### src/hdl/segh_pkg.sv
// ============================================================================
// Spring element package
// Shared widths, codes, index tables and saturation helpers of the spring
// energy, gradient and Hessian core.
// ============================================================================
package segh_pkg;

    localparam int DMAG_W   = 32;   // magnitude of one coordinate difference
    localparam int LEN_W    = 33;   // spring length, Q16.16
    localparam int ROOT_W   = 35;   // root width inside the square root unit
    localparam int KC_W     = 48;   // k*|C| in Q16.16
    localparam int UMAG_W   = 17;   // direction component magnitude, at most 1.0
    localparam int OUT_W    = 48;
    localparam int ENERGY_W = 47;
    localparam int HESS_N   = 6;

    localparam logic [30:0] STIFFNESS_RESET = 31'd65536;
    localparam logic        REG_STIFFNESS   = 1'b0;

    localparam logic [OUT_W-1:0] POS_MAX = 48'h7FFF_FFFF_FFFF;
    localparam logic [OUT_W-1:0] NEG_MIN = 48'h8000_0000_0000;

    // Row and column of each upper-triangle Hessian entry: xx xy xz yy yz zz.
    localparam int HESS_I [HESS_N] = '{0, 0, 0, 1, 1, 2};
    localparam int HESS_J [HESS_N] = '{0, 1, 2, 1, 2, 2};

    typedef struct packed {
        logic [2:0] dneg;   // sign of each coordinate difference
        logic       cneg;   // spring is compressed
        logic       deg;    // length is zero
    } segh_flags_t;

    // Sign and magnitude to a saturated 48-bit two's complement value.
    function automatic logic [OUT_W-1:0] enc48(input logic neg, input logic [OUT_W:0] mag);
        logic [OUT_W:0] lim;
        lim = mag;
        if (neg)
        begin
            if (mag > {1'b0, NEG_MIN})
            begin
                lim = {1'b0, NEG_MIN};
            end
            enc48 = OUT_W'({(OUT_W+1){1'b0}} - lim);
        end
        else
        begin
            enc48 = (mag > {1'b0, POS_MAX}) ? POS_MAX : mag[OUT_W-1:0];
        end
    endfunction

    // Saturate a signed 51-bit sum to the 48-bit range.
    function automatic logic [OUT_W-1:0] sat48(input logic signed [50:0] h);
        if (h > $signed({3'b000, POS_MAX}))
        begin
            sat48 = POS_MAX;
        end
        else if (h < $signed({3'b111, NEG_MIN}))
        begin
            sat48 = NEG_MIN;
        end
        else
        begin
            sat48 = h[OUT_W-1:0];
        end
    endfunction

endpackage

### src/hdl/segh_sqrt.sv
// ============================================================================
// Pipelined square root
// Floor square root of a 66-bit value, one result bit per stage.
// ============================================================================
module segh_sqrt
    import segh_pkg::*;
(
    input  logic              clk,
    input  logic              en,
    input  logic [65:0]       radicand,
    output logic [ROOT_W-1:0] root
);

    localparam int N   = ROOT_W;
    localparam int X_W = 2 * ROOT_W;
    localparam int R_W = ROOT_W + 2;

    logic [R_W-1:0]    rem_reg  [N];
    logic [N-1:0]      root_reg [N];
    logic [X_W-1:0]    x_reg    [N];

    genvar k;
    generate
        for (k = 0; k < N; k++)
        begin : g_stage
            logic [R_W-1:0] rem_prev;
            logic [N-1:0]   root_prev;
            logic [X_W-1:0] x_prev;
            logic [R_W+1:0] remsh;
            logic [R_W+1:0] trial;
            logic           ge;

            if (k == 0)
            begin : g_first
                assign rem_prev  = '0;
                assign root_prev = '0;
                assign x_prev    = {{(X_W-66){1'b0}}, radicand};
            end
            else
            begin : g_next
                assign rem_prev  = rem_reg[k-1];
                assign root_prev = root_reg[k-1];
                assign x_prev    = x_reg[k-1];
            end

            always_comb
            begin
                remsh = {rem_prev, x_prev[X_W-1 -: 2]};
                trial = {1'b0, root_prev, 2'b01};
                ge    = (remsh >= trial);
            end

            always_ff @(posedge clk)
            begin
                if (en)
                begin
                    rem_reg[k]  <= ge ? R_W'(remsh - trial) : R_W'(remsh);
                    root_reg[k] <= {root_prev[N-2:0], ge};
                    x_reg[k]    <= {x_prev[X_W-3:0], 2'b00};
                end
            end
        end
    endgenerate

    assign root = root_reg[N-1];

endmodule

### config.mk
export PLATFORM = sky130hd
export DESIGN_NAME = segh_sqrt
export DESIGN_NICKNAME = d
export VERILOG_FILES = /design/src/hdl/segh_pkg.sv /design/src/hdl/segh_sqrt.sv
export SDC_FILE = /design/constraint.sdc
export NUM_CORES = 2
export LEC_CHECK = 0
export BUFFER_PORTS_ARGS = -buffer_cell sky130_fd_sc_hd__buf_2
export CAP_MARGIN = 20
export CORE_MARGIN = 4
export CORE_UTILIZATION = 44
export DETAILED_ROUTE_END_ITERATION = 10
export SYNTH_ARGS = -nofsm -noshare
export SYNTH_HDL_FRONTEND = slang
export SYNTH_MEMORY_MAX_BITS = 65536
export SYNTH_SLANG_ARGS = --single-unit
### constraint.sdc
create_clock -name clk -period 4.12 [get_ports clk]
set_input_delay 0.412 -clock clk [delete_from_list [all_inputs] [get_ports clk]]
set_output_delay 0.412 -clock clk [all_outputs]
set_load 0.01 [all_outputs]
# Word-level counts from Yosys, hierarchy flattened
# Memories as Yosys holds them, arrays and structs flattened.
# Index checks and enable logic that the tools add are counted.
# classes
addsub,34
magnitude_cmp,34
mux,36
# op_table
operator,count
39-bit by 37-bit >= comparator with 1-bit output,34
37-bit two-way mux,34
37-bit subtractor,34
1-bit two-way mux,2
# word_totals
ff_bits,0
ramBits,4900
out_inout_bits,35
word_cells,107
memories,3
# memory_table
memory,words,word_bits,rd,rd_clocked_by_memory_dff,write_ports,line_no,text
x_reg,35,68,34,0,35,segh_sqrt.sv:20,logic [X_W-1:0] x_reg [N];
rem_reg,35,37,34,0,35,segh_sqrt.sv:18,logic [R_W-1:0] rem_reg [N];
root_reg,35,35,35,0,35,segh_sqrt.sv:19,logic [N-1:0] root_reg [N];

# Depth between registers and ports, before layout
# An unclocked memory read counts as a cell.
# logic_depth
depth_word,3
ltp_mapped,16
ltp_nobuf,14

# Worst setup path before layout
# No wires, ideal clock.
# synth_path
path_type,register to register
startpoint,memory rem_reg[9][10] (netlist bit)
endpoint,"memory rem_reg[10][28] (netlist bit), data pin"
setup_time_ns,0.260
arrival_ns,3.398
slack_ns,0.462
path_stages_with_launch,10
path_buffers,0
period_less_slack_ns,3.658
path_cell_list,edfxtp_1 or4_4 or3_1 or3_4 or4_4 or4_4 a211oi_4 nor3b_4 and3_4 xor2_1
# synth_rtl
item,line_no
start: declaration,segh_sqrt.sv:18

==> flow_summary.yaml <==
power:
  powerDensity_nw_per_um2: 546
  cellLeakagePower_nw: 56.8
  vdd_ir_drop_max_v: 0.000421
  finalPower_mw: 81.5
synth:
  synth.distinct_cells: 89
  yosys_warnings: 0
  synth-edff-count: 2876
  ys_async_sr_fraction_pct: 0
  synth.cell_area_um2: 131000
  synthTopCellsByArea: "edfxtp_1 (66%), ha_1 (5.7%), xnor2_1 (3.2%)"
  synth_top_flop_cell: "edfxtp_1"
  synth_top_area_share_pct: 65.7
  ys_seq_elements: 2876
  ys_seq_area_share_pct: 65.7
  yosysTopAreaCell: "edfxtp_1"
  avgSynthCellArea_um2: 13.2
  syn_inst: 9973
hold_path:
  hp-class: "in -> reg"
worst_setup_path:
  setup.worst_path.class: "reg -> reg"
  crit_path_start_kind: "register"
  path_max_fanout: 29
  crit_required_ns: 4.66
  endpoint_kind: "register"
  rrSetupSlack_ns: 0.20
  arrival_ns: 4.46
sta:
  fin_skew_ns: 0.0688
  worst_slack_ns: 0.201
  relSlewSlack_pct: 27.1
  finalSetupViolations: 0
  hold_viol: 0
  setup_tns_ns: 0
  whs_ns: 0.115
  worst_slew_pin_slew_ns: 1.08
  clock.fmax_mhz: 255
  rsz0062_at_grt: "false"
  slew_viol_final: 0
  period_needed_ns: 3.92
  fin_crit_sh_pct: 95.1
die:
  io_pins: 103
  core_area_um2: 297000
  rows: 200
  die_height_um: 555
  design.die.area_um2: 308000
  die_width_um: 555
  initial_utilization_pct: 44.2
route:
  vias_per_cell: 5.34
  wirelength_mm: 277
  dr.pass1.iters: 6
  wire_per_inst_um: 18.9
  ant_nets: 0
  drt-initial-drc-count: 5906
  drc_errors: 0
  dr_total_vias: 78300
placement:
  pre_cts_slack_ns: 0.159
  placed_cells: 14000
  io_buffers: 100
  placed_area_um2: 138000
  hpwl_mm: 201
  place.gp.congestion: 0.913
clocking:
  cts_tree: "yes"
  cts-root-buf: "clkbuf_16"
  cts.sinks: 2876
  htree_levels: 5
  cts_buffers: 319
  clockBufferDepth: 4
  clk-insertion-delay-late_ns: 0.91
  clk_pin_slew_ns: 0.06
layout:
  fill_cells: 25400
  drive_above_1_share_pct: 8.58
  final_util_pct: 50.2
  instances_no_fill: 14700
  final_nets: 11100
  final_area_um2: 149000
  largest_register_ffs: 1188
  area_delta_synth_final_pct: 13.5
grt:
  grt_max_degree: 115
  gr-total-overflow: 0
  grt_first_pass_wirelength_mm: 436
  first_global_vias: 77600
  grt_antenna_before_repair: 3
  grt_util_all_layers_pct: 17.6
job:
  cap_violations: 0
status:
  status: "finished clean"
[where the power goes]
part,total (mW),switching (mW),internal (mW)
clock,27.7,11.6,16.1
combinational,14.8,8.56,6.27
sequential,38.9,2.36,36.6
total,81.5,22.5,59.0
[worst max-delay path, stage by stage (launching register included)]
cell	delay, ns
edfxtp_1	0.56
inv_1	0.08
ha_1	0.34
o21a_1	0.19
o221a_2	0.19
o21ai_0	0.09
a21oi_1	0.44
a22oi_1	0.21
nor2_1	0.16
nor2_2	0.06
buf_12	0.16
buf_4	0.22
o21ai_0	0.87
[cells by family after synthesis]
kind of cell               Yosys count  synth area share [%]
other                                1               0.00285
and+or+nand+nor                   2592                  9.80
buffers and inverters              939                  2.69
xor gates and xnor gates           963                  6.41
AOI/OAI and AO/OA                 1924                  9.06
muxes                               82                 0.693
DFF                               2876                  65.7
adders and majority gates          596                  5.67
[Yosys cell counts, types with 72 or more instances]
master,instances
edfxtp_1,2876
inv_1,755
nand2_1,654
a21oi_1,628
nor2_1,626
ha_1,596
xnor2_1,485
xor2_1,478
o21ai_0,474
a21o_1,268
nor3_1,247
clkbuf_1,157
nor4_1,151
nand3_1,148
nand2b_1,131
nand4_1,116
or3_1,103
o21a_1,97
nor2b_1,79
mux2_2,72
[path summary, 6_finish.rpt]
kind | start | endpoint | cells after the start
max reg2reg | root_reg[23][0]$_DFFE_PP_ | rem_reg[24][6]$_DFFE_PP_ | 12
min reg2reg | x_reg[6][56]$_DFFE_PP_ | x_reg[7][58]$_DFFE_PP_ | 0
max | root_reg[23][0]$_DFFE_PP_ | rem_reg[24][6]$_DFFE_PP_ | 12
min | en | x_reg[11][46]$_DFFE_PP_ | 1
[layout make-up]
cell class	count	area (µm²)	area share (%)
clock inverter	193	1990	1.33
timing repair buffer	348	3070	2.06
tap	3939	4930	3.30
sequential	2876	86400	57.9
multi-input combinational	6160	41700	28.0
inverter	761	2860	1.91
clock buffer	379	8250	5.53
antenna	2	5.00	0.00335
[routing by layer]
metal / part of all wire (%) / track usage [%] / up-vias
met5: 0 / 0 / -
met4: 3.3 / 5.92 / 0
met1: 44 / 23.2 / 38100
met2: 49 / 30.4 / 1687
met3: 3.9 / 1.95 / 497
li1: - / - / 38000
[what timing repair did]
action,CTS,global route
hold buffers,66,0
endpoints found under the hold margin,66,0
resized for setup,0,10
setup buffers,0,4
setup endpoints to repair,0,38
[cells in the final DEF (no fill, tap or decap), drive strengths merged, types with 66 or more instances in the layout]
cell and count:
or3 104, mux2 72, or4 68, o21bai 67
clkinv 136, nor4 151, a21o 268, nand2 656
edfxtp 2876, o21a 97, nor2 626, ha 596
xnor2 485, buf 281, clkbuf 379, a21oi 628
xor2 478, nand2b 133, nand4 116, dlygate4sd3 66
nand3 148, o21ai 475, nor3 248, inv 773
nor2b 79
Power figures use the tool's default switching activity.
