**config.mk**
```make
export PLATFORM = sky130hd
export DESIGN_NAME = segh_div
export DESIGN_NICKNAME = d
export VERILOG_FILES = /design/src/hdl/segh_pkg.sv /design/src/hdl/segh_div.sv
export SDC_FILE = /design/constraint.sdc
export NUM_CORES = 2
export LEC_CHECK = 0
export BUFFER_PORTS_ARGS = -buffer_cell sky130_fd_sc_hd__buf_2
export CAP_MARGIN = 15
export CELL_PAD_IN_SITES_DETAIL_PLACEMENT = 0
export CELL_PAD_IN_SITES_GLOBAL_PLACEMENT = 1
export CORE_MARGIN = 4
export CORE_UTILIZATION = 43
export CTS_CLUSTER_DIAMETER = 50
export CTS_CLUSTER_SIZE = 16
export DETAILED_ROUTE_END_ITERATION = 10
export PLACE_DENSITY = 0.75
export SYNTH_ARGS = -nofsm -noshare
export SYNTH_HDL_FRONTEND = slang
export SYNTH_SLANG_ARGS = --single-unit
export TNS_END_PERCENT = 100
```
**constraint.sdc**
```tcl
create_clock -name clk -period 4.2 [get_ports clk]
set_input_delay 0.84 -clock clk [delete_from_list [all_inputs] [get_ports clk]]
set_output_delay 0.84 -clock clk [all_outputs]
set_load 0.01 [all_outputs]
```
**src/hdl/segh_pkg.sv**
```systemverilog
// ============================================================================
// Spring element package
// Shared widths, codes, index tables and saturation helpers of the spring
// energy, gradient and Hessian core.
// ============================================================================
package segh_pkg;

    localparam int DMAG_W   = 32;   // magnitude of one coordinate difference
    localparam int LEN_W    = 33;   // spring length, Q16.16
    localparam int ROOT_W   = 35;   // root width inside the square root unit
    localparam int KC_W     = 48;   // k*|C| in Q16.16
    localparam int UMAG_W   = 17;   // direction component magnitude, at most 1.0
    localparam int OUT_W    = 48;
    localparam int ENERGY_W = 47;
    localparam int HESS_N   = 6;

    localparam logic [30:0] STIFFNESS_RESET = 31'd65536;
    localparam logic        REG_STIFFNESS   = 1'b0;

    localparam logic [OUT_W-1:0] POS_MAX = 48'h7FFF_FFFF_FFFF;
    localparam logic [OUT_W-1:0] NEG_MIN = 48'h8000_0000_0000;

    // Row and column of each upper-triangle Hessian entry: xx xy xz yy yz zz.
    localparam int HESS_I [HESS_N] = '{0, 0, 0, 1, 1, 2};
    localparam int HESS_J [HESS_N] = '{0, 1, 2, 1, 2, 2};

    typedef struct packed {
        logic [2:0] dneg;   // sign of each coordinate difference
        logic       cneg;   // spring is compressed
        logic       deg;    // length is zero
    } segh_flags_t;

    // Sign and magnitude to a saturated 48-bit two's complement value.
    function automatic logic [OUT_W-1:0] enc48(input logic neg, input logic [OUT_W:0] mag);
        logic [OUT_W:0] lim;
        lim = mag;
        if (neg)
        begin
            if (mag > {1'b0, NEG_MIN})
            begin
                lim = {1'b0, NEG_MIN};
            end
            enc48 = OUT_W'({(OUT_W+1){1'b0}} - lim);
        end
        else
        begin
            enc48 = (mag > {1'b0, POS_MAX}) ? POS_MAX : mag[OUT_W-1:0];
        end
    endfunction

    // Saturate a signed 51-bit sum to the 48-bit range.
    function automatic logic [OUT_W-1:0] sat48(input logic signed [50:0] h);
        if (h > $signed({3'b000, POS_MAX}))
        begin
            sat48 = POS_MAX;
        end
        else if (h < $signed({3'b111, NEG_MIN}))
        begin
            sat48 = NEG_MIN;
        end
        else
        begin
            sat48 = h[OUT_W-1:0];
        end
    endfunction

endpackage

```
**src/hdl/segh_div.sv**
```systemverilog
// ============================================================================
// Pipelined divider
// Restoring division, one quotient bit per stage, for a dividend whose upper
// part is already below the divisor.
// ============================================================================
module segh_div
    import segh_pkg::*;
#(
    parameter int DEN_W = 33,
    parameter int Q_W   = 17
)
(
    input  logic             clk,
    input  logic             en,
    input  logic [DEN_W-1:0] rem0,
    input  logic [Q_W-1:0]   num,
    input  logic [DEN_W-1:0] den,
    output logic [Q_W-1:0]   quot
);

    logic [DEN_W-1:0] rem_reg [Q_W];
    logic [DEN_W-1:0] den_reg [Q_W];
    logic [Q_W-1:0]   num_reg [Q_W];
    logic [Q_W-1:0]   q_reg   [Q_W];

    genvar s;
    generate
        for (s = 0; s < Q_W; s++)
        begin : g_stage
            logic [DEN_W-1:0] rem_prev;
            logic [DEN_W-1:0] den_prev;
            logic [Q_W-1:0]   num_prev;
            logic [Q_W-1:0]   q_prev;
            logic [DEN_W:0]   r2;
            logic             ge;

            if (s == 0)
            begin : g_first
                assign rem_prev = rem0;
                assign den_prev = den;
                assign num_prev = num;
                assign q_prev   = '0;
            end
            else
            begin : g_next
                assign rem_prev = rem_reg[s-1];
                assign den_prev = den_reg[s-1];
                assign num_prev = num_reg[s-1];
                assign q_prev   = q_reg[s-1];
            end

            always_comb
            begin
                r2 = {rem_prev, num_prev[Q_W-1]};
                ge = (r2 >= {1'b0, den_prev});
            end

            always_ff @(posedge clk)
            begin
                if (en)
                begin
                    rem_reg[s] <= ge ? DEN_W'(r2 - {1'b0, den_prev}) : DEN_W'(r2);
                    den_reg[s] <= den_prev;
                    num_reg[s] <= {num_prev[Q_W-2:0], 1'b0};
                    q_reg[s]   <= {q_prev[Q_W-2:0], ge};
                end
            end
        end
    endgenerate

    assign quot = q_reg[Q_W-1];

endmodule

```
; ---- Yosys cells after proc, flatten, opt, wreduce, memory -nomap -nowiden
; Memories as Yosys holds them, arrays and structs flattened.
; Cells that the tools add are included.
[word_totals]
ff_bits = 0
ram_bits = 1683
inputBits = 85
out_inout_bits = 17
mem_count = 4
[mem_list]
columns = name, depth, word_bits, read_ports, rd_clocked_by_memory_dff, write_ports, line_no
row1 = den_reg, 17, 33, 16, 0, 17, segh_div.sv:22  ; logic [DEN_W-1:0] den_reg [Q_W];
row2 = rem_reg, 17, 33, 16, 0, 17, segh_div.sv:21  ; logic [DEN_W-1:0] rem_reg [Q_W];
row3 = q_reg, 17, 17, 17, 0, 17, segh_div.sv:24  ; logic [Q_W-1:0] q_reg [Q_W];
row4 = num_reg, 17, 16, 16, 0, 17, segh_div.sv:23  ; logic [Q_W-1:0] num_reg [Q_W];
[classes]
addsub = 17
order_cmp = 17
muxes = 19
[ops]
columns = op, n
row1 = >= comparator 34 x 33 -> 1 bit, 17
row2 = 2-to-1 mux 33 bit, 17
row3 = subtractor 33 bit, 17
row4 = 2-to-1 mux 1 bit, 2

; ---- Longest topological paths before layout
; An unclocked memory read counts as a cell.
[depth]
word_depth = 3
mapped_depth = 16

; ---- Worst setup path before layout
; Ideal clock, no wire load.
[synth_path]
kind = input -> register
from = in num[16]
to = mem rem_reg[0][20] (data pin)
setup_time_ns = 0.260
arrival_time_ns = 3.666
required_ns = 3.940
path_slack_ns = 0.274
stages = 14
path_buffers = 1
path_cell_list = inv_1 > ha_1 > inv_1 > fa_1 > a211oi_1 > o21a_1 > nor4_1 > nor3_1 > o31a_1 > nor3_1 > o21a_1 > o32ai_1 > clkbuf_1 > mux2_2
[synth_rtl]
columns = element, line_no
row1 = from (decl), segh_div.sv:16  ; input logic [Q_W-1:0] num,
row2 = to (decl), segh_div.sv:21

==> key figures <==
Global route
  – Pin count of the biggest net entering global routing: 106
  – Number of global-route vias before repair: 53,000
  – Initial antenna violation count: 0
  – Total track usage: 18.7%
  – Global route overflow: 0
  – First-pass GRT wire length: 269,000 um

Placed design
  – Place WS: 0.0540 ns
  – IO Port Bufs: 101
  – Hpwl dp: 134,000 um
  – Placer's final routability congestion estimate: 0.923

Outcome
  – Status: complete, no violations

Min path
  – Hold crit path type: primary input to flop
  – Min-delay src: num[11]

Detailed routing
  – Routed vias: 50,200
  – DRC viols: 0
  – WL final: 169,000 um
  – Detail Route Antenna Nets: 0
  – WL/cell: 17.8 um
  – DRT Pass-1 Iters: 5
  – Vias per Instance: 5.27
  – DRT iter0 DRCs: 2,308

Yosys
  – Syn Nets: 7,358
  – Post-synth top area share: 53.8%
  – Cell Area, Synth: 0.0750 mm^2
  – YS warnings: 0
  – Top_reg_cell synth: edfxtp_1
  – Register area share after synthesis: 53.8%
  – Distinct cell type count after synthesis: 89
  – #FFs+latches synth: 1,345
  – Leading area contributor after synthesis: edfxtp_1
  – Async SR Flop Fraction: 0%
  – Post-synth EDFFs: 1,345
  – Synth Area per Inst: 11.2 um^2
  – Gate Count Post-Synth: 6,696
  – Synth top area cells: edfxtp_1 (54%), ha_1 (9.4%), a21oi_1 (3.9%)

Pwr
  – Lkg Pwr: 35.5 nW
  – Pwr dens: 774 mW/mm^2
  – Overall power: 66.5 mW
  – Peak VDD IR: 0.393 mV

Clock tree
  – Number of setup buffers added after CTS: 0
  – Post-CTS resize count: 0
  – CTS tree: done
  – Root buffer cell: clkbuf_16
  – Num CTS Buffers: 167
  – Worst skew pair latency: 0.79 ns
  – CTS Hold Bufs: 0
  – Clock slew at reported path FFs: 0.07 ns
  – Sink Count: 1,345
  – H-tree lvl count: 4
  – Maximum clock insertion buffer count: 3

Cells and area
  – Layout cell share with drive strength beyond 1: 11.4%
  – Synthesis-to-finish area growth: 14.6%
  – Nets: 7,724

Floorplan
  – Rows: 153
  – Die area: 0.181 mm^2
  – Die Width: 426 um
  – Core area: 0.174 mm^2
  – Die height: 426 um
  – Initial Util: 43.2%
  – I/O Pins: 102

Timing
  – Crit path time final: 4.07 ns
  – Final worst setup slack: 0.127 ns
  – Setup violators final: 0
  – Max Freq: 246 MHz
  – Fin crit share: 97.0%
  – Pins Over Slew Limit: 0
  – Worst-Margin Slew: 1.00 ns
  – Max Clock Skew: 0.0280 ns
  – Final hold violations: 0
  – Setup TNS: 0 ns
  – RSZ-0062 raised after global routing: false
  – Relative slew slack: 32.7%

Worst setup path
  – CP Capture Type: flop
  – Worst endpoint data arrival time: 4.60 ns
  – Setup crit start: num_reg[0][31]
  – CP required: 4.73 ns
  – Max FO, Critical Path: 51
  – RR Startpoint: num_reg[0][31]
  – Crit start category: flop
  – WS Path Type: flop to flop

Job
  – Max Cap Viol: 0
synth_stat cells (14+ instances only):
cell         n
a211o_1     16
a211oi_1    40
a21o_1     287
a21oi_1    580
a31oi_1     60
a41oi_1     14
and2_1      29
and3_1      48
and4_1      16
buf_2       18
clkbuf_1   117
edfxtp_1  1345
fa_1        16
ha_1       561
inv_1      725
mux2_2     129
nand2_1    516
nand2b_1    59
nand3_1    128
nand4_1     81
nor2_1     344
nor2b_1     58
nor3_1      66
nor4_1      22
o211ai_1    37
o21a_1      60
o21ai_0    495
o21bai_1    82
o31ai_1     28
or2_2       14
or3_1       16
xnor2_1    274
xor2_1     180
kinds of logic (layout without fill, tap and decap cells):
kind of cell / count (synthesis) / count (layout) / synth area share [%]
AOI/OAI and AO/OA: 1865 / 1865 / 15.5
xor gates and xnor gates: 454 / 454 / 5.30
adders and majority gates: 577 / 577 / 9.78
buffers and inverters: 875 / 1374 / 4.47
DFF: 1345 / 1345 / 53.8
muxes: 145 / 145 / 2.18
other: 0 / 1 / 0
and+or+nand+nor: 1435 / 1435 / 8.93
worst max-delay path, stage by stage, from the launching register on:
cell      delay (ns)
edfxtp_1        0.40
inv_1           0.07
ha_1            0.16
inv_1           0.06
fa_1            0.39
a21o_1          0.19
a221o_1         0.36
a31oi_1         0.33
and3b_1         0.38
o211ai_1        0.16
nand2_1         0.15
o31ai_1         0.12
o41a_2          0.48
buf_12          0.21
mux2_2          0.31
cell type report:
type / instances / area (um^2)
Fill cell: 15500 / 87600
Sequential cell: 1345 / 40400
Multi-Input combinational cell: 4476 / 31400
Clock buffer: 186 / 4400
Tap cell: 2325 / 2910
Timing Repair Buffer: 345 / 2830
Inverter: 727 / 2730
Clock inverter: 116 / 1320
Antenna cell: 1 / 2.50
power by group:
group          switching (mW)  internal (mW)
Combinational            16.8           13.4
Clock                    5.86           8.79
Sequential               1.82           19.9
Total                    24.5           42.1
per-layer routing:
layer / track usage [%] / up-vias / share of wire [%]
met4: 12.6 / 0 / 7.4
met2: 38.2 / 829 / 56
met1: 16.6 / 23500 / 34
met3: 2.59 / 519 / 2.6
li1: - / 25300 / -
met5: 0 / - / 0
path summary, 6_finish.rpt:
kind / slack [ns] / cells after the start / end
max: 0.13 / 14 / rem_reg[0][76]
min: 0.22 / 1 / num_reg[0][11]
max reg2reg: 0.13 / 14 / rem_reg[0][76]
min reg2reg: 0.39 / 0 / q_reg[14][4]
layout by cell type (no fill, tap or decap), types with 15 or more instances in the layout:
cell type	count
a211o_1	15
and3_1	48
nor4_1	19
edfxtp_1	1345
a21o_1	287
buf_4	206
ha_1	561
inv_6	30
and2_1	29
xor2_1	180
xnor2_1	274
buf_12	39
fa_1	16
o21a_1	60
clkbuf_16	174
nor2b_1	58
nor3_1	66
o21bai_1	82
nand2_1	516
clkinv_4	16
a31oi_1	59
o21ai_0	495
mux2_2	129
bufinv_16	18
inv_1	725
and4_1	16
nand4_1	81
a21oi_1	578
a211oi_1	40
or3_1	16
o31ai_1	27
o211ai_1	37
buf_2	100
nand3_1	128
nor2_1	343
clkinv_2	19
nand2b_1	59
stage by stage:
step | cell area, um^2 | util [%] | cells | hold WS (ns)
floorplan | 75000 | - | 6696 | 0.400
global placement | 80200 | 46.2 | 9218 | 0.401
detailed placement | 80200 | 46.2 | 9218 | 0.405
CTS | 86000 | 49.5 | 9520 | 0.122
global route | 86000 | 49.5 | 9520 | 0.153
finish | 86000 | 49.5 | 9521 | 0.218
Note: power is estimated with default switching activity, not from simulation.
