**src/hdl/segh_pkg.sv**
```systemverilog
// ============================================================================
// Spring element package
// Shared widths, codes, index tables and saturation helpers of the spring
// energy, gradient and Hessian core.
// ============================================================================
package segh_pkg;

    localparam int DMAG_W   = 32;   // magnitude of one coordinate difference
    localparam int LEN_W    = 33;   // spring length, Q16.16
    localparam int ROOT_W   = 35;   // root width inside the square root unit
    localparam int KC_W     = 48;   // k*|C| in Q16.16
    localparam int UMAG_W   = 17;   // direction component magnitude, at most 1.0
    localparam int OUT_W    = 48;
    localparam int ENERGY_W = 47;
    localparam int HESS_N   = 6;

    localparam logic [30:0] STIFFNESS_RESET = 31'd65536;
    localparam logic        REG_STIFFNESS   = 1'b0;

    localparam logic [OUT_W-1:0] POS_MAX = 48'h7FFF_FFFF_FFFF;
    localparam logic [OUT_W-1:0] NEG_MIN = 48'h8000_0000_0000;

    // Row and column of each upper-triangle Hessian entry: xx xy xz yy yz zz.
    localparam int HESS_I [HESS_N] = '{0, 0, 0, 1, 1, 2};
    localparam int HESS_J [HESS_N] = '{0, 1, 2, 1, 2, 2};

    typedef struct packed {
        logic [2:0] dneg;   // sign of each coordinate difference
        logic       cneg;   // spring is compressed
        logic       deg;    // length is zero
    } segh_flags_t;

    // Sign and magnitude to a saturated 48-bit two's complement value.
    function automatic logic [OUT_W-1:0] enc48(input logic neg, input logic [OUT_W:0] mag);
        logic [OUT_W:0] lim;
        lim = mag;
        if (neg)
        begin
            if (mag > {1'b0, NEG_MIN})
            begin
                lim = {1'b0, NEG_MIN};
            end
            enc48 = OUT_W'({(OUT_W+1){1'b0}} - lim);
        end
        else
        begin
            enc48 = (mag > {1'b0, POS_MAX}) ? POS_MAX : mag[OUT_W-1:0];
        end
    endfunction

    // Saturate a signed 51-bit sum to the 48-bit range.
    function automatic logic [OUT_W-1:0] sat48(input logic signed [50:0] h);
        if (h > $signed({3'b000, POS_MAX}))
        begin
            sat48 = POS_MAX;
        end
        else if (h < $signed({3'b111, NEG_MIN}))
        begin
            sat48 = NEG_MIN;
        end
        else
        begin
            sat48 = h[OUT_W-1:0];
        end
    endfunction

endpackage

```
**src/hdl/segh_delay.sv**
```systemverilog
// ============================================================================
// Delay line
// Stall-aware register chain that carries side data alongside a pipeline.
// ============================================================================
module segh_delay
    import segh_pkg::*;
#(
    parameter int W     = 8,
    parameter int DEPTH = 2
)
(
    input  logic         clk,
    input  logic         en,
    input  logic [W-1:0] din,
    output logic [W-1:0] dout
);

    logic [W-1:0] stage_reg [DEPTH];

    always_ff @(posedge clk)
    begin
        if (en)
        begin
            stage_reg[0] <= din;
            for (int i = 1; i < DEPTH; i++)
            begin
                stage_reg[i] <= stage_reg[i-1];
            end
        end
    end

    assign dout = stage_reg[DEPTH-1];

endmodule

```
**config.mk**
```make
export PLATFORM = sky130hd
export DESIGN_NAME = segh_delay
export DESIGN_NICKNAME = d
export VERILOG_FILES = /design/src/hdl/segh_pkg.sv /design/src/hdl/segh_delay.sv
export SDC_FILE = /design/constraint.sdc
export NUM_CORES = 1
export LEC_CHECK = 0
export ABC_AREA = 1
export BUFFER_PORTS_ARGS = -buffer_cell sky130_fd_sc_hd__buf_2
export CORE_MARGIN = 3
export CORE_UTILIZATION = 40
export DETAILED_ROUTE_END_ITERATION = 8
export MAX_ROUTING_LAYER = met4
export PLACE_DENSITY = 0.73
export SYNTH_ARGS = -nofsm -noshare
export SYNTH_HDL_FRONTEND = slang
export SYNTH_SLANG_ARGS = --single-unit
```
**constraint.sdc**
```tcl
create_clock -name clk -period 1.09 [get_ports clk]
set_clock_uncertainty 0.2 [all_clocks]
set_input_delay 0.218 -clock clk [delete_from_list [all_inputs] [get_ports clk]]
set_output_delay 0.218 -clock clk [all_outputs]
set_load 0.01 [all_outputs]
```
# == Word-level counts from Yosys, hierarchy flattened ==
# Memory sizes are Yosys's and may differ from the RTL's.
# Cells that the tools add are included.
# totals
reg_bits,0
mem_bits_rw,16
in_bits,10
out_inout_bits,8
elab_cells,3
memories,1
# mem_list
name,depth,word_bits,read_ports,rd_clocked_by_memory_dff,wr,line,source
stage_reg,2,8,2,0,2,segh_delay.sv:18,logic [W-1:0] stage_reg [DEPTH];
# op_classes
muxes,2
# op_table
op,n
$mux W1,2

# == Logic depth before layout (Yosys ltp) ==
# Gate-level depths: netlist of run 1.
# depth
depth_word,2
mapped_depth,1
mapped_depth_nobuf,0

# == Least setup slack after synthesis of run 1 ==
# Ideal clock, no wire load.
# synth_timing
kind,reg2out
from,mem stage_reg[1][0] (netlist: stage_reg[0][8])
to,out dout[0]
t_arrival_ns,0.476
slack_ns,0.196
path_stages_with_launch,2
path_buffers,1
cell_sequence,edfxtp_1 -> buf_4
# synth_lines
item,line,source
"start, declared",segh_delay.sv:18,
"end, declared",segh_delay.sv:15,output logic [W-1:0] dout

==> flow_metrics.tcl, run 1 <==
set metrics [dict create \
    synthSimpleGateAreaFrac_pct 0 \
    critical_path.cell_chain "buf_2" \
    place_area_um2 583 \
    synth.avg_cell_area_um2 22.5 \
    fin_ws_ps -109 \
    core_um2 1190 \
    max_cap_violations 0 \
    cts_root_buffer "clkbuf_4" \
    worstMarginPinSlew_ps 311 \
    cpLargestDelayFamily "flip-flops" \
    hold_viol 0 \
    htree_num_levels 1 \
    crit_path_max_incr_delay_ps 370 \
    diodes 0 \
    postRouteAntennaNets 0 \
    p_leak_nw 0.272 \
    ys_seq_elements 16 \
    io_buffers 17 \
    wirelength_um 632 \
    path_max_fanout 1 \
    critical_path_required_ps 670 \
    clkLatencyLatePin_ps 270 \
    antenna_found_initial 0 \
    reg2reg_slack_ps 260 \
    grt_overflow 0 \
    multi_input_cells 0 \
    grt_util_met2_pct 13.2 \
    violations "negative setup slack" \
    nets 56 \
    relSlewSlack_pct 79.2 \
    cts_tree "yes" \
    design_area_um2 689 \
    syn_area_um2 541 \
    setup_tns_ps -822 \
    design.die.area_um2 1830 \
    area_growth_pct 27.5 \
    post_drt_wl_per_cell_um 10.7 \
    syn_nets 34 \
    clk_pin_slew_worst_paths_ps 90 \
    post_cts_resized 0 \
    synth_top_family_by_area "buffers and inverters" \
    crit_path_end_kind "output port" \
    finalCriticalPeriod_ps 1200 \
    vias_per_cell 4.07 \
    crit_arrival_ps 780 \
    max_freq_mhz 834 \
    crit_type "flip-flop to output port" \
    power_mw 1.11 \
    slew_violations 0 \
    clock-sinks 16 \
    drt-pass1-iter-count 2 \
    die_h_um 42.8 \
    initial_core_util_pct 45.6 \
    setup_viol 8 \
    largest_register_ffs 16 \
    ios 18 \
    synth_xor_xnor_area_share_pct 0 \
    grt_util_met3_pct 2.97 \
    grt_start_max_net_pins 17 \
    hold_ws_ps 152 \
    grt_pass1_wl_mm 1.09 \
    min_period_over_period_pct 110 \
    grtUsageTotal_pct 8.78 \
    grt_pass1_vias 239 \
    start_kind "flip-flop" \
    multiInputGateArea_um2 0 \
    peakVddDrop_v 0.00123 \
    final_util_pct 58.1 \
    rows 12 \
    synth_fa_ha_area_share_pct 0 \
    ys_seq_area_share_pct 88.9 \
    hold_class "input port to flip-flop" \
    drt_iter0_markers 4 \
    route.detailed.drc 0 \
    mostFrequentLayoutCell "buf_2" \
    numCtsBuffers 3 \
    drive_gt1_share_pct 44.4 \
    rsz0062_at_grt "true" \
    cts_buffer_depth 2 \
    vias 240 \
    status "finished, violations left" \
    yosysWarningCount 0 \
    die_w_um 42.8 \
    critPathBufInv 1 \
    gp_congestion 0.589 \
    grt-busiest-layer "met2" \
    power_density_nw_per_um2 1600 \
    synthMuxAreaShare_pct 0 \
    grt_util_met1_pct 9.94 \
    cp_slowest_cell "edfxtp_1" \
    syn_inst 24 \
    synth_compound_area_share_pct 0 \
    synth_cell_type_count 2 \
    layout_common_cells "buf_2, edfxtp_1, dlygate4sd3_1" \
]
## synth_stat cells, drive strengths merged
library cell,n,share of area (%)
buf,8,11
edfxtp,16,89
## routing by layer
metal / vias to the layer above / share of wire (%) / wire length, um
li1: 121 / - / -
met1: 104 / 41 / 262
met2: 15 / 47 / 298
met3: 0 / 11 / 71
met4: 0 / 0 / 0
met5: - / 0 / 0
## area by class of cell
class	count	area (um^2)
well taps	14	17.5
repair buffers	25	165
clock buffers	3	22.5
clock inverters	1	3.75
flip-flops and latches	16	480
fillers	88	497
## timing repair
action                                  in CTS  in global routing
hold buffers                                 8                  0
setup buffers                                0                  0
endpoints found under the hold margin        8                  0
endpoints found under the setup margin       8                  8
pin swaps                                    0                  0
## final timing paths
path / start / to / depth (start not counted)
max: stage_reg[0][10] / dout[2] / 1
min reg2reg: stage_reg[0][0] / stage_reg[0][8] / 0
min: en / stage_reg[0][15] / 1
max reg2reg: stage_reg[0][3] / stage_reg[0][11] / 0
## cells by family (layout without fill, tap and decap cells)
logic type,Yosys count,in the layout
buf+inv,8,29
flops,16,16
## metrics by stage
stage	worst slack (ps)	cells
5_1_grt	-174	59
3_3_place_gp	59.2	47
2_1_floorplan	196	24
6_report	-109	59
4_1_cts	-122	59
3_5_place_dp	46.0	47
## power by group
group | total, mW | leakage [nW] | switching, mW | internal, mW
clock network | 0.292 | 0.0154 | 0.160 | 0.132
registers | 0.737 | 0.157 | 0.00902 | 0.728
logic | 0.0768 | 0.100 | 0.0344 | 0.0424
total | 1.11 | 0.272 | 0.203 | 0.903
Power figures use the tool's default switching activity.
==> run 2, diff against run 1 <==
--- a/config.mk
+++ b/config.mk
@@ -7,11 +7,13 @@
 export LEC_CHECK = 0
 export ABC_AREA = 1
 export BUFFER_PORTS_ARGS = -buffer_cell sky130_fd_sc_hd__buf_2
+export CELL_PAD_IN_SITES_DETAIL_PLACEMENT = 0
+export CELL_PAD_IN_SITES_GLOBAL_PLACEMENT = 1
 export CORE_MARGIN = 3
-export CORE_UTILIZATION = 40
+export CORE_UTILIZATION = 38
 export DETAILED_ROUTE_END_ITERATION = 8
 export MAX_ROUTING_LAYER = met4
-export PLACE_DENSITY = 0.73
+export PLACE_DENSITY = 0.8
 export SYNTH_ARGS = -nofsm -noshare
 export SYNTH_HDL_FRONTEND = slang
 export SYNTH_SLANG_ARGS = --single-unit
==> constraint.sdc (replaced) <==
create_clock -name clk -period 1.2 [get_ports clk]
set_clock_uncertainty 0.2 [all_clocks]
set_input_delay 0.24 -clock clk [delete_from_list [all_inputs] [get_ports clk]]
set_output_delay 0.24 -clock clk [all_outputs]
set_load 0.01 [all_outputs]
==> flow_metrics.tcl, run 2 (synthesized netlist as in run 1, its figures left out) <==
set metrics [dict create \
    rsz0062_at_grt "true" \
    grt_overflow 0 \
    gp_congestion 0.648 \
    io_buffers 17 \
    die_h_um 43.7 \
    status "finished, violations left" \
    largest_register_ffs 16 \
    fin_ws_ps -45.1 \
    initial_core_util_pct 44.4 \
    violations "negative setup slack" \
    route.detailed.drc 0 \
    p_leak_nw 0.272 \
    grtUsageTotal_pct 10.2 \
    path_max_fanout 1 \
    htree_num_levels 1 \
    nets 56 \
    rows 12 \
    final_util_pct 56.7 \
    ios 18 \
    cts_root_buffer "clkbuf_4" \
    critical_path.cell_chain "buf_2" \
    antenna_found_initial 0 \
    crit_path_max_incr_delay_ps 380 \
    max_freq_mhz 803 \
    vias_per_cell 4.31 \
    max_cap_violations 0 \
    critical_path_required_ps 760 \
    crit_path_end_kind "output port" \
    hold_ws_ps 168 \
    wirelength_um 671 \
    peakVddDrop_v 0.000784 \
    grt_start_max_net_pins 17 \
    min_period_over_period_pct 104 \
    multiInputGateArea_um2 0 \
    fillers 88 \
    grt_pass1_wl_mm 1.18 \
    multi_input_cells 0 \
    design.die.area_um2 1910 \
    setup_tns_ps -216 \
    power_density_nw_per_um2 1470 \
    hold_class "input port to flip-flop" \
    slew_violations 0 \
    hold_viol 0 \
    postRouteAntennaNets 0 \
    area_growth_pct 27.5 \
    cts_tree "yes" \
    diodes 0 \
    post_drt_wl_per_cell_um 11.4 \
    clk_pin_slew_worst_paths_ps 90 \
    drt-pass1-iter-count 2 \
    critPathBufInv 1 \
    reg2reg_slack_ps 360 \
    start_kind "flip-flop" \
    die_w_um 43.7 \
    drive_gt1_share_pct 44.4 \
    cpLargestDelayFamily "flip-flops" \
    post_cts_resized 0 \
    crit_type "flip-flop to output port" \
    crit_arrival_ps 810 \
    drt_iter0_markers 1 \
    postCtsSetupRepairBufs 0 \
    layout_common_cells "buf_2, edfxtp_1, dlygate4sd3_1" \
    worstMarginPinSlew_ps 317 \
    setup_viol 8 \
    numCtsBuffers 3 \
    vias 254 \
    cts_buffer_depth 2 \
    core_um2 1220 \
    mostFrequentLayoutCell "buf_2" \
    grt_pass1_vias 261 \
    cp_slowest_cell "edfxtp_1" \
    relSlewSlack_pct 78.9 \
    finalCriticalPeriod_ps 1250 \
    clkLatencyLatePin_ps 280 \
    clock-sinks 16 \
]
==> run 2: cell counts in the layout (fill, tap and decap cells not counted) <==
Identical to the previous run, type by type.
==> run 2: path summary, 6_finish.rpt <==
path,depth (start not counted),from,endpoint
max,1,stage_reg[0][14],dout[6]
min,1,en,stage_reg[0][5]
max reg2reg,0,stage_reg[0][1],stage_reg[0][9]
min reg2reg,0,stage_reg[0][4],stage_reg[0][12]
==> run 2: area by class of cell <==
cell class            instances  area [um^2]  share of cell area [%]
Sequential cell              16          480                    69.7
Timing Repair Buffer         25          165                    24.0
Clock buffer                  3         22.5                    3.27
Clock inverter                1         3.75                   0.544
Tap cell                     14         17.5                    2.54
==> run 2: what timing repair did <==
action	4_1_cts	5_1_grt
hold buffers	8	0
gates cloned	0	0
endpoints found under the hold margin	8	0
endpoints found under the setup margin	8	8
==> run 2: stage by stage <==
stage,cell area (um^2),setup WS (ps),power (mW),cells
after floorplan,541,284,0.715,24
after global placement,583,149,0.730,47
after detailed placement,583,122,0.736,47
after CTS,689,-56.2,1.02,59
after global routing,689,-107,1.07,59
final,689,-45.1,1.01,59
==> run 2: per-layer routing <==
metal	wire (um)	track usage (%)
met2	363	14.2
met4	35	12.7
met3	68	4.15
met5	0	-
met1	204	9.26
==> run 2: where the power goes <==
group	internal, mW	leakage [nW]	switching, mW
Sequential	0.662	0.157	0.00947
Combinational	0.0384	0.100	0.0302
Clock	0.120	0.0154	0.151
